<file path="src/rtl/ptrk_pkg.sv">
// Package: types, constants and helper functions of the pointer tracker.
package ptrk_pkg;

  localparam int S_DATA_W = 120;
  localparam int S_USER_W = 4;
  localparam int M_DATA_W = 80;
  localparam int CFG_W    = 16;

  localparam logic [3:0] OP_MDOWN   = 4'd0;
  localparam logic [3:0] OP_MUP     = 4'd1;
  localparam logic [3:0] OP_MMOVE   = 4'd2;
  localparam logic [3:0] OP_WHEEL   = 4'd3;
  localparam logic [3:0] OP_TSTART  = 4'd4;
  localparam logic [3:0] OP_TMOVE   = 4'd5;
  localparam logic [3:0] OP_TEND    = 4'd6;
  localparam logic [3:0] OP_TCANCEL = 4'd7;
  localparam logic [3:0] OP_POLL    = 4'd8;

  localparam logic [CFG_W-1:0] TAP_RADIUS_RESET = 16'd25;

  typedef struct packed {
    logic [3:0]         opcode;
    logic [2:0]         button;
    logic signed [15:0] pos_x;
    logic signed [15:0] pos_y;
    logic signed [15:0] move_x;
    logic signed [15:0] move_y;
    logic signed [23:0] wheel_x;
    logic signed [23:0] wheel_y;
    logic               touch_upd;
  } event_t;

  typedef struct packed {
    logic [7:0]         buttons;
    logic signed [15:0] screen_x;
    logic signed [15:0] screen_y;
    logic signed [15:0] delta_x;
    logic signed [15:0] delta_y;
    logic               wheel_up;
    logic               wheel_down;
    logic               hwheel_up;
    logic               hwheel_down;
  } result_t;

  // saturating add of a 24-bit signed delta to a 32-bit signed sum
  function automatic logic signed [31:0] sat_add32(input logic signed [31:0] a,
                                                   input logic signed [23:0] b);
    logic signed [32:0] s;
    s = {a[31], a} + {{9{b[23]}}, b};
    if (s[32] != s[31]) begin
      sat_add32 = s[32] ? 32'sh8000_0000 : 32'sh7FFF_FFFF;
    end else begin
      sat_add32 = s[31:0];
    end
  endfunction

endpackage

</file>
<file path="src/rtl/ptrk_in_stage.sv">
// Input register: accepts one event transfer and unpacks the stream fields.
module ptrk_in_stage (
  input  logic                          clk,
  input  logic                          rst,
  input  logic                          s_tvalid,
  output logic                          s_tready,
  input  logic [ptrk_pkg::S_DATA_W-1:0] s_tdata,
  input  logic [ptrk_pkg::S_USER_W-1:0] s_tuser,
  input  logic                          adv,
  output logic                          valid,
  output ptrk_pkg::event_t              ev
);
  import ptrk_pkg::*;

  assign s_tready = !rst && (!valid || adv);

  always_ff @(posedge clk) begin
    if (rst) begin
      valid <= 1'b0;
    end else if (s_tready) begin
      valid <= s_tvalid;
    end
  end

  always_ff @(posedge clk) begin
    if (s_tready && s_tvalid) begin
      ev.opcode    <= s_tuser;
      ev.button    <= s_tdata[2:0];
      ev.pos_x     <= s_tdata[18:3];
      ev.pos_y     <= s_tdata[34:19];
      ev.move_x    <= s_tdata[50:35];
      ev.move_y    <= s_tdata[66:51];
      ev.wheel_x   <= s_tdata[90:67];
      ev.wheel_y   <= s_tdata[114:91];
      ev.touch_upd <= s_tdata[115];
    end
  end

endmodule

</file>
<file path="src/rtl/ptrk_engine.sv">
// Pointer state registers, tap radius register and the per-event update logic.
module ptrk_engine (
  input  logic                       clk,
  input  logic                       rst,
  input  logic                       cfg_valid,
  output logic                       cfg_ready,
  input  logic [ptrk_pkg::CFG_W-1:0] cfg_data,
  input  logic                       fire,
  input  ptrk_pkg::event_t           ev,
  output ptrk_pkg::result_t          res
);
  import ptrk_pkg::*;

  logic [CFG_W-1:0]   tap_radius;
  logic signed [15:0] pointer_x, pointer_y;
  logic signed [31:0] pending_dx, pending_dy, latched_dx, latched_dy;
  logic signed [31:0] scroll_acc_x, scroll_acc_y;
  logic signed [31:0] latched_scroll_x, latched_scroll_y;
  logic [7:0]         button_mask;
  logic signed [15:0] last_touch_x, last_touch_y;
  logic signed [16:0] touchdown_sum;
  logic               tapped_once, tapped_twice;

  logic signed [15:0] pointer_x_next, pointer_y_next;
  logic signed [31:0] pending_dx_next, pending_dy_next, latched_dx_next, latched_dy_next;
  logic signed [31:0] scroll_acc_x_next, scroll_acc_y_next;
  logic signed [31:0] latched_scroll_x_next, latched_scroll_y_next;
  logic [7:0]         button_mask_next;
  logic signed [15:0] last_touch_x_next, last_touch_y_next;
  logic signed [16:0] touchdown_sum_next;
  logic               tapped_once_next, tapped_twice_next;

  logic [7:0]         mask;
  logic signed [16:0] pos_sum;
  logic signed [17:0] tap_diff;
  logic [17:0]        tap_abs;
  logic               near;
  logic signed [16:0] tdx, tdy, tdx_adj, tdy_adj;
  logic signed [15:0] half_dx, half_dy;

  assign cfg_ready = !rst;

  always_ff @(posedge clk) begin
    if (rst) begin
      tap_radius <= TAP_RADIUS_RESET;
    end else if (cfg_valid) begin
      tap_radius <= cfg_data;
    end
  end

  always_comb begin
    mask     = 8'd1 << ev.button;
    pos_sum  = {ev.pos_x[15], ev.pos_x} + {ev.pos_y[15], ev.pos_y};
    tap_diff = {touchdown_sum[16], touchdown_sum} - {pos_sum[16], pos_sum};
    tap_abs  = tap_diff[17] ? 18'(-tap_diff) : 18'(tap_diff);
    near     = tap_abs < {2'b00, tap_radius};
    // halve toward zero
    tdx      = {ev.pos_x[15], ev.pos_x} - {last_touch_x[15], last_touch_x};
    tdy      = {ev.pos_y[15], ev.pos_y} - {last_touch_y[15], last_touch_y};
    tdx_adj  = tdx + {16'd0, tdx[16]};
    tdy_adj  = tdy + {16'd0, tdy[16]};
    half_dx  = tdx_adj[16:1];
    half_dy  = tdy_adj[16:1];
  end

  always_comb begin
    pointer_x_next        = pointer_x;
    pointer_y_next        = pointer_y;
    pending_dx_next       = pending_dx;
    pending_dy_next       = pending_dy;
    latched_dx_next       = latched_dx;
    latched_dy_next       = latched_dy;
    scroll_acc_x_next     = scroll_acc_x;
    scroll_acc_y_next     = scroll_acc_y;
    latched_scroll_x_next = latched_scroll_x;
    latched_scroll_y_next = latched_scroll_y;
    button_mask_next      = button_mask;
    last_touch_x_next     = last_touch_x;
    last_touch_y_next     = last_touch_y;
    touchdown_sum_next    = touchdown_sum;
    tapped_once_next      = tapped_once;
    tapped_twice_next     = tapped_twice;
    case (ev.opcode)
      OP_MDOWN, OP_MUP, OP_MMOVE: begin
        pointer_x_next  = ev.pos_x;
        pointer_y_next  = ev.pos_y;
        pending_dx_next = sat_add32(pending_dx, {{8{ev.move_x[15]}}, ev.move_x});
        pending_dy_next = sat_add32(pending_dy, {{8{ev.move_y[15]}}, ev.move_y});
        if (ev.opcode == OP_MDOWN) begin
          button_mask_next = button_mask | mask;
        end else if (ev.opcode == OP_MUP) begin
          button_mask_next = button_mask & ~mask;
        end
      end
      OP_WHEEL: begin
        scroll_acc_x_next = sat_add32(scroll_acc_x, ev.wheel_x);
        scroll_acc_y_next = sat_add32(scroll_acc_y, ev.wheel_y);
      end
      OP_TSTART: begin
        if (ev.touch_upd) begin
          last_touch_x_next = ev.pos_x;
          last_touch_y_next = ev.pos_y;
          if (tapped_once && !tapped_twice && near) begin
            tapped_twice_next = 1'b1;
            button_mask_next  = button_mask | 8'd1;
          end else begin
            tapped_once_next   = 1'b1;
            tapped_twice_next  = 1'b0;
            touchdown_sum_next = pos_sum;
          end
        end
      end
      OP_TMOVE: begin
        if (ev.touch_upd) begin
          last_touch_x_next = ev.pos_x;
          last_touch_y_next = ev.pos_y;
          pointer_x_next    = ev.pos_x;
          pointer_y_next    = ev.pos_y;
          pending_dx_next   = sat_add32(pending_dx, {{8{half_dx[15]}}, half_dx});
          pending_dy_next   = sat_add32(pending_dy, {{8{half_dy[15]}}, half_dy});
        end
      end
      OP_TEND, OP_TCANCEL: begin
        if (ev.touch_upd) begin
          if (tapped_once && tapped_twice) begin
            button_mask_next  = button_mask & 8'hFE;
            tapped_once_next  = 1'b0;
            tapped_twice_next = 1'b0;
          end else if (!near) begin
            tapped_once_next  = 1'b0;
            tapped_twice_next = 1'b0;
          end
        end
      end
      OP_POLL: begin
        latched_dx_next       = pending_dx;
        latched_dy_next       = pending_dy;
        pending_dx_next       = 32'sd0;
        pending_dy_next       = 32'sd0;
        latched_scroll_x_next = scroll_acc_x;
        latched_scroll_y_next = scroll_acc_y;
        scroll_acc_x_next     = 32'sd0;
        scroll_acc_y_next     = 32'sd0;
      end
      default: begin
      end
    endcase
  end

  always_ff @(posedge clk) begin
    if (rst) begin
      pointer_x        <= '0;
      pointer_y        <= '0;
      pending_dx       <= '0;
      pending_dy       <= '0;
      latched_dx       <= '0;
      latched_dy       <= '0;
      scroll_acc_x     <= '0;
      scroll_acc_y     <= '0;
      latched_scroll_x <= '0;
      latched_scroll_y <= '0;
      button_mask      <= '0;
      last_touch_x     <= '0;
      last_touch_y     <= '0;
      touchdown_sum    <= '0;
      tapped_once      <= 1'b0;
      tapped_twice     <= 1'b0;
    end else if (fire) begin
      pointer_x        <= pointer_x_next;
      pointer_y        <= pointer_y_next;
      pending_dx       <= pending_dx_next;
      pending_dy       <= pending_dy_next;
      latched_dx       <= latched_dx_next;
      latched_dy       <= latched_dy_next;
      scroll_acc_x     <= scroll_acc_x_next;
      scroll_acc_y     <= scroll_acc_y_next;
      latched_scroll_x <= latched_scroll_x_next;
      latched_scroll_y <= latched_scroll_y_next;
      button_mask      <= button_mask_next;
      last_touch_x     <= last_touch_x_next;
      last_touch_y     <= last_touch_y_next;
      touchdown_sum    <= touchdown_sum_next;
      tapped_once      <= tapped_once_next;
      tapped_twice     <= tapped_twice_next;
    end
  end

  always_comb begin
    res.buttons     = button_mask_next;
    res.screen_x    = pointer_x_next;
    res.screen_y    = pointer_y_next;
    res.delta_x     = latched_dx_next[15:0];
    res.delta_y     = latched_dy_next[15:0];
    res.wheel_up    = latched_scroll_y_next[31];
    res.wheel_down  = !latched_scroll_y_next[31] && (latched_scroll_y_next != 32'sd0);
    res.hwheel_up   = latched_scroll_x_next[31];
    res.hwheel_down = !latched_scroll_x_next[31] && (latched_scroll_x_next != 32'sd0);
  end

endmodule

</file>
<file path="src/rtl/ptrk_out_stage.sv">
// Result register: holds one packed result until the downstream transfer.
module ptrk_out_stage (
  input  logic                          clk,
  input  logic                          rst,
  input  logic                          in_valid,
  input  ptrk_pkg::result_t             res,
  output logic                          adv,
  output logic                          m_tvalid,
  input  logic                          m_tready,
  output logic [ptrk_pkg::M_DATA_W-1:0] m_tdata
);
  import ptrk_pkg::*;

  assign adv = !m_tvalid || m_tready;

  always_ff @(posedge clk) begin
    if (rst) begin
      m_tvalid <= 1'b0;
    end else if (adv) begin
      m_tvalid <= in_valid;
    end
  end

  always_ff @(posedge clk) begin
    if (adv && in_valid) begin
      m_tdata <= {4'd0, res.hwheel_down, res.hwheel_up, res.wheel_down, res.wheel_up,
                  res.delta_y, res.delta_x, res.screen_y, res.screen_x, res.buttons};
    end
  end

endmodule

</file>
<file path="src/rtl/touch_mouse_pointer_tracker_core.sv">
// Top level of the touch and mouse pointer tracker.
//
//  channel  dir  handshake             payload
//  cfg      in   cfg_valid/cfg_ready   cfg_data: tap_radius
//  s        in   s_tvalid/s_tready     s_tuser: opcode; s_tdata: event fields
//  m        out  m_tvalid/m_tready     m_tdata: result fields
//
// One event per cycle unless the result stalls; m_tvalid rises once an
// event passes the input register, then the result register. The update
// logic runs on the registered event as it moves into the result register.
// rst clears all state and sets tap_radius to 25; no transfers during rst.
// A stalled result holds both stages; s_tready drops only when both are full.
module touch_mouse_pointer_tracker_core (
  input  logic                          clk,
  input  logic                          rst,
  input  logic                          cfg_valid,
  output logic                          cfg_ready,
  input  logic [ptrk_pkg::CFG_W-1:0]    cfg_data,
  input  logic                          s_tvalid,
  output logic                          s_tready,
  // button[2:0] pos_x[18:3] pos_y[34:19] move_x[50:35] move_y[66:51]
  // wheel_x[90:67] wheel_y[114:91] touch_upd[115], zero pad
  input  logic [ptrk_pkg::S_DATA_W-1:0] s_tdata,
  // opcode[3:0]
  input  logic [ptrk_pkg::S_USER_W-1:0] s_tuser,
  output logic                          m_tvalid,
  input  logic                          m_tready,
  // buttons[7:0] screen_x[23:8] screen_y[39:24] delta_x[55:40] delta_y[71:56]
  // wheel_up[72] wheel_down[73] hwheel_up[74] hwheel_down[75], zero pad
  output logic [ptrk_pkg::M_DATA_W-1:0] m_tdata
);
  import ptrk_pkg::*;

  logic    adv;
  logic    ev_valid;
  event_t  ev;
  result_t res;

  ptrk_in_stage u_in (
    .clk(clk), .rst(rst),
    .s_tvalid(s_tvalid), .s_tready(s_tready), .s_tdata(s_tdata), .s_tuser(s_tuser),
    .adv(adv), .valid(ev_valid), .ev(ev)
  );

  ptrk_engine u_engine (
    .clk(clk), .rst(rst),
    .cfg_valid(cfg_valid), .cfg_ready(cfg_ready), .cfg_data(cfg_data),
    .fire(ev_valid && adv), .ev(ev), .res(res)
  );

  ptrk_out_stage u_out (
    .clk(clk), .rst(rst),
    .in_valid(ev_valid), .res(res), .adv(adv),
    .m_tvalid(m_tvalid), .m_tready(m_tready), .m_tdata(m_tdata)
  );

endmodule

</file>
<file path="config.mk">
export PLATFORM = sky130hd
export DESIGN_NAME = touch_mouse_pointer_tracker_core
export DESIGN_NICKNAME = d
export VERILOG_FILES = /design/src/rtl/ptrk_pkg.sv /design/src/rtl/ptrk_in_stage.sv /design/src/rtl/ptrk_engine.sv /design/src/rtl/ptrk_out_stage.sv /design/src/rtl/touch_mouse_pointer_tracker_core.sv
export SDC_FILE = /design/constraint.sdc
export NUM_CORES = 2
export LEC_CHECK = 0
export ABC_AREA = 1
export BUFFER_PORTS_ARGS = -buffer_cell sky130_fd_sc_hd__buf_4
export CORE_UTILIZATION = 35
export DETAILED_ROUTE_END_ITERATION = 10
export PLACE_DENSITY_LB_ADDON = 0.1
export SKIP_CTS_REPAIR_TIMING = 1
export SYNTH_ARGS = -nofsm -noshare
export SYNTH_HDL_FRONTEND = slang
export SYNTH_SLANG_ARGS = --single-unit
</file>
<file path="constraint.sdc">
create_clock -name clk -period 6.6 [get_ports clk]
set_input_delay 0.33 -clock clk [delete_from_list [all_inputs] [get_ports clk]]
set_output_delay 0.33 -clock clk [all_outputs]
set_load 0.05 [all_outputs]
</file>
==> run_summary.xml <==
<?xml version="1.0" encoding="UTF-8"?>
<metrics>
  <group name="min_path">
    <metric name="hold_path_end" unit="">u_in.valid$_SDFFE_PP0P_</metric>
    <metric name="worstHoldStart" unit="">s_tvalid</metric>
    <metric name="hp-class" unit="">in2reg</metric>
    <metric name="worstHoldPathCells" unit="">3</metric>
  </group>
  <group name="floorplanning">
    <metric name="floorplan.die_area" unit="mm^2">0.102</metric>
    <metric name="ios" unit="">228</metric>
    <metric name="floorplan.die.height" unit="um">319</metric>
    <metric name="floorplan.initialDensity" unit="">0.353</metric>
    <metric name="core_area" unit="mm^2">0.100</metric>
    <metric name="std_cell_rows" unit="">116</metric>
    <metric name="fp.dieW" unit="um">319</metric>
  </group>
  <group name="placed_design">
    <metric name="detailedPlacementHpwl" unit="mm">79.5</metric>
    <metric name="post_placement_setup_slack" unit="ns">-0.636</metric>
    <metric name="placedCellCount" unit="">6393</metric>
    <metric name="detailed_place.area" unit="mm^2">0.0398</metric>
    <metric name="port_buffers" unit="">219</metric>
    <metric name="finalWeightedCongestion" unit="">0.884</metric>
  </group>
  <group name="outcome">
    <metric name="violations_in_the_final_reports" unit="">negative hold slack</metric>
    <metric name="outcome" unit="">complete, but fails checks</metric>
  </group>
  <group name="synthesis">
    <metric name="post_synth_xor_area_fraction" unit="">0.0631</metric>
    <metric name="post_synth_edffs" unit="">196</metric>
    <metric name="synth_seq_cells" unit="">529</metric>
    <metric name="proportion_of_synthesized_area_in_mux_cells" unit="">0.00894</metric>
    <metric name="synth-compound-area-share" unit="">0.185</metric>
    <metric name="yosys_most_used_dff" unit="">sky130_fd_sc_hd__dfxtp_1</metric>
    <metric name="syn_area_per_cell" unit="um^2">7.34</metric>
    <metric name="synth_top_area_frac" unit="">0.189</metric>
    <metric name="synth_top_cell_by_area" unit="">sky130_fd_sc_hd__dfxtp_1</metric>
    <metric name="yosys_warnings" unit="">0</metric>
    <metric name="post_synthesis_share_of_cell_area_spent_on_and_or_nand_and_nor_gates" unit="">0.193</metric>
    <metric name="synth.cells.most_frequent" unit="">sky130_fd_sc_hd__nand2_1, sky130_fd_sc_hd__inv_1, sky130_fd_sc_hd__a21oi_1</metric>
    <metric name="synth_seq_area_share" unit="">0.356</metric>
    <metric name="post_synth_inst_count" unit="">4803</metric>
    <metric name="synth_area" unit="mm^2">0.0353</metric>
    <metric name="synth.most_common_cell" unit="">sky130_fd_sc_hd__nand2_1</metric>
    <metric name="largest_family_of_logic_cells_by_synthesized_area" unit="">simple AND/OR/NAND/NOR gates</metric>
    <metric name="synth_async_sr_flop_share" unit="">0</metric>
    <metric name="synth.top_cells.by_area" unit="">sky130_fd_sc_hd__dfxtp_1, sky130_fd_sc_hd__edfxtp_1, sky130_fd_sc_hd__ha_1</metric>
    <metric name="synth_area_in_adders" unit="">0.101</metric>
    <metric name="synth_cell_types" unit="">55</metric>
  </group>
  <group name="clock_network">
    <metric name="ctsHtreeMaxLevel" unit="">3</metric>
    <metric name="cts_max_path_buffers" unit="">3</metric>
    <metric name="cts_made_buffers" unit="">69</metric>
    <metric name="worst_setup_hold_path_clk_slew" unit="ns">0.07</metric>
    <metric name="clock-sinks" unit="">529</metric>
    <metric name="clk_latency" unit="ns">0.64</metric>
    <metric name="ctsRootBufferMaster" unit="">sky130_fd_sc_hd__clkbuf_16</metric>
    <metric name="tritoncts" unit="">done</metric>
  </group>
  <group name="pwr">
    <metric name="net-switching-power" unit="W">0.00290</metric>
    <metric name="p_per_area" unit="mW/mm^2">216</metric>
    <metric name="internal_power" unit="W">0.00671</metric>
    <metric name="power.share.clock" unit="">0.401</metric>
    <metric name="power.static_leakage" unit="nW">20.7</metric>
    <metric name="vdd.ir_drop.worst" unit="uV">193</metric>
    <metric name="sequentialPowerShare" unit="">0.379</metric>
    <metric name="switching_part_of_the_total" unit="">0.302</metric>
    <metric name="comb_power_share" unit="">0.220</metric>
  </group>
  <group name="route">
    <metric name="drt-initial-drc-count" unit="">1863</metric>
    <metric name="highest-signal-layer" unit="">met5</metric>
    <metric name="routed-via-count" unit="">32902</metric>
    <metric name="dr.pass1.iters" unit="">5</metric>
    <metric name="detailroute.wirelength.met2" unit="mm">51.5</metric>
    <metric name="route.final.wire_length" unit="mm">110</metric>
    <metric name="m1WireLength" unit="mm">51.7</metric>
    <metric name="drc" unit="">0</metric>
    <metric name="detail_route.vias_per_cell" unit="">4.93</metric>
    <metric name="total_length_of_routed_met3_wires" unit="mm">3.95</metric>
    <metric name="drt-wirelength-per-cell" unit="um">16.5</metric>
    <metric name="antenna_violating_nets_post_route" unit="">0</metric>
  </group>
  <group name="timing">
    <metric name="final.setup.worst_slack" unit="ns">0.112</metric>
    <metric name="finalSetupViolCount" unit="">0</metric>
    <metric name="timing.clock.skew" unit="ns">0.0242</metric>
    <metric name="relSlewSlack" unit="">0.190</metric>
    <metric name="finalCriticalPeriod" unit="ns">6.49</metric>
    <metric name="post-route-period-util" unit="">0.983</metric>
    <metric name="maxClockFrequency" unit="GHz">0.154</metric>
    <metric name="total_count_of_max_transition_violations_in_the_final_report" unit="">0</metric>
    <metric name="timing_hold_violations_final" unit="">3</metric>
    <metric name="rsz0062_at_grt" unit="">yes</metric>
    <metric name="transition_at_the_pin_with_the_smallest_max_transition_slack" unit="ns">1.21</metric>
    <metric name="fin_hold_ws" unit="ns">-0.00344</metric>
  </group>
  <group name="final_layout">
    <metric name="layout.cells.non_filler" unit="">6679</metric>
    <metric name="share_of_cells_above_drive_strength_1" unit="">0.147</metric>
    <metric name="nets" unit="">5748</metric>
    <metric name="layout.cell_area.non_filler" unit="mm^2">0.0446</metric>
    <metric name="layout.filler_cells" unit="">10258</metric>
    <metric name="synthToLayoutAreaGrowth" unit="%">26.4</metric>
    <metric name="antennaDiodeCount" unit="">0</metric>
  </group>
  <group name="global_routing">
    <metric name="grt_first_pass_wirelength" unit="mm">169</metric>
    <metric name="first_global_vias" unit="">30858</metric>
    <metric name="grt_use_total" unit="">0.207</metric>
    <metric name="grt-ovfl-total" unit="">0</metric>
    <metric name="grt_antenna_before_repair" unit="">4</metric>
    <metric name="grt_max_degree" unit="">179</metric>
  </group>
  <group name="worst_setup_path">
    <metric name="critical_path.startpoint" unit="">u_in.ev[81]$_DFFE_PP_</metric>
    <metric name="max_stage_delay" unit="ns">0.39</metric>
    <metric name="reg2reg_to" unit="">u_engine.pending_dy[9]$_SDFFE_PP0P_</metric>
    <metric name="worst_ep_arrival_time" unit="ns">7.05</metric>
    <metric name="timing.critical_path.fanout_max" unit="">17</metric>
    <metric name="worst-path-buf-inv" unit="">11</metric>
    <metric name="critical-path-top-delay-family" unit="">simple AND/OR/NAND/NOR gates</metric>
    <metric name="critical_path_required" unit="ns">7.16</metric>
    <metric name="critical-path-slowest-cell" unit="">sky130_fd_sc_hd__edfxtp_1</metric>
    <metric name="critPathKind" unit="">reg2reg</metric>
    <metric name="critPathCaptureType" unit="">flop</metric>
    <metric name="r2r_setup_slack" unit="ns">0.11</metric>
    <metric name="depth_of_the_worst_register_to_register_path" unit="">42</metric>
    <metric name="setup.worst_path.start_class" unit="">flop</metric>
    <metric name="ff_to_ff_start" unit="">u_in.ev[81]$_DFFE_PP_</metric>
  </group>
  <group name="run">
    <metric name="number_of_violations_of_the_max_capacitance_limit" unit="">0</metric>
  </group>
</metrics>
==> tightest hold or removal path, cell delays in order <==
cell	delay (ns)
sky130_fd_sc_hd__buf_4	0.08
sky130_fd_sc_hd__inv_1	0.06
sky130_fd_sc_hd__a21oi_1	0.13
==> how the worst max path moves through the flow <==
stage	to	slack [ns]	cells after the start
floorplan	u_engine.pending_dy[14]$_SDFFE_PP0P_	0.003	43
global placement	u_engine.pending_dx[3]$_SDFFE_PP0P_	-0.57	39
detailed placement	u_engine.pending_dx[3]$_SDFFE_PP0P_	-0.64	39
CTS	u_engine.pending_dx[3]$_SDFFE_PP0P_	-0.77	39
global route	u_engine.pending_dy[30]$_SDFFE_PP0P_	-0.26	45
finish	u_engine.pending_dy[9]$_SDFFE_PP0P_	0.11	42
==> metal layers <==
metal | vias to the layer above | track usage
met4 | 6 | 0.0632
met5 | - | 0
met2 | 595 | 0.348
met1 | 15096 | 0.273
li1 | 17043 | -
met3 | 162 | 0.0300
==> flip-flops by register name (all words and copies together) (netlist names), 8 cells and up <==
name,flops
u_in.ev,120
u_out.m_tdata,76
u_engine.latched_scroll_x,32
u_engine.latched_scroll_y,32
u_engine.pending_dx,32
u_engine.pending_dy,32
u_engine.scroll_acc_x,32
u_engine.scroll_acc_y,32
u_engine.touchdown_sum,17
u_engine.last_touch_x,16
u_engine.last_touch_y,16
u_engine.latched_dx,16
u_engine.latched_dy,16
u_engine.pointer_x,16
u_engine.pointer_y,16
u_engine.tap_radius,16
u_engine.button_mask,8
==> power by group through the flow <==
stage | Combinational (W) | Clock [W] | Sequential [W]
2_1_floorplan | 0.00120 | 0 | 0.00376
3_3_place_gp | 0.00190 | 0 | 0.00371
3_5_place_dp | 0.00191 | 0 | 0.00371
4_1_cts | 0.00192 | 0.00397 | 0.00364
5_1_grt | 0.00236 | 0.00409 | 0.00365
6_report | 0.00212 | 0.00385 | 0.00364
==> cell type report <==
class	count	area, um^2	share of cell area
clock buffer	99	2000	0.0450
timing repair buffer	609	5120	0.115
clock inverter	29	298	0.00668
tap	1298	1620	0.0364
sequential	529	12600	0.282
multi-input combinational	3430	20400	0.457
inverter	685	2580	0.0579
==> cell families (layout without fill, tap and decap cells) <==
| group | Yosys count | after routing |
|---|---|---|
| and+or+nand+nor | 1642 | 1645 |
| xor gates and xnor gates | 254 | 254 |
| buffers and inverters | 850 | 1422 |
| muxes | 28 | 28 |
| AOI/OAI and AO/OA | 1220 | 1220 |
| other | 1 | 4 |
| adders and majority gates | 279 | 279 |
| DFF | 529 | 529 |
==> cell usage in the layout, fill, tap and decap left out, drive strengths merged, types with 5 or more instances in the layout <==
cell type	synthesis	layout
a21oi	567	567
o21ai	512	512
o2111ai	5	5
fa	10	10
a32o	7	7
nand4	31	31
xor2	166	166
a211oi	10	10
nor3	49	49
o211ai	14	14
nand3b	9	9
buf	27	472
o311ai	7	7
o21a	13	13
bufinv	0	5
ha	269	269
or2	7	7
dlygate4sd3	0	131
inv	685	688
mux2	28	28
clkinv	0	18
a31oi	11	11
nor2	414	416
nand3	192	192
xnor2	88	88
nand2	904	905
edfxtp	196	196
dfxtp	333	333
nor4	30	30
o21bai	18	18
clkbuf	138	105
a21boi	22	22
o221ai	5	5
a21o	13	13
==> per-stage QoR <==
stage               utilization  total power, W  setup TNS [ns]
global placement          0.398         0.00561          -22.81
finish                    0.446         0.00961               0
floorplan                     -         0.00497               0
global route              0.446          0.0101           -8.69
detailed placement        0.398         0.00561          -27.39
CTS                       0.421         0.00953          -32.53
No activity file was read; power rests on OpenSTA's default activity.
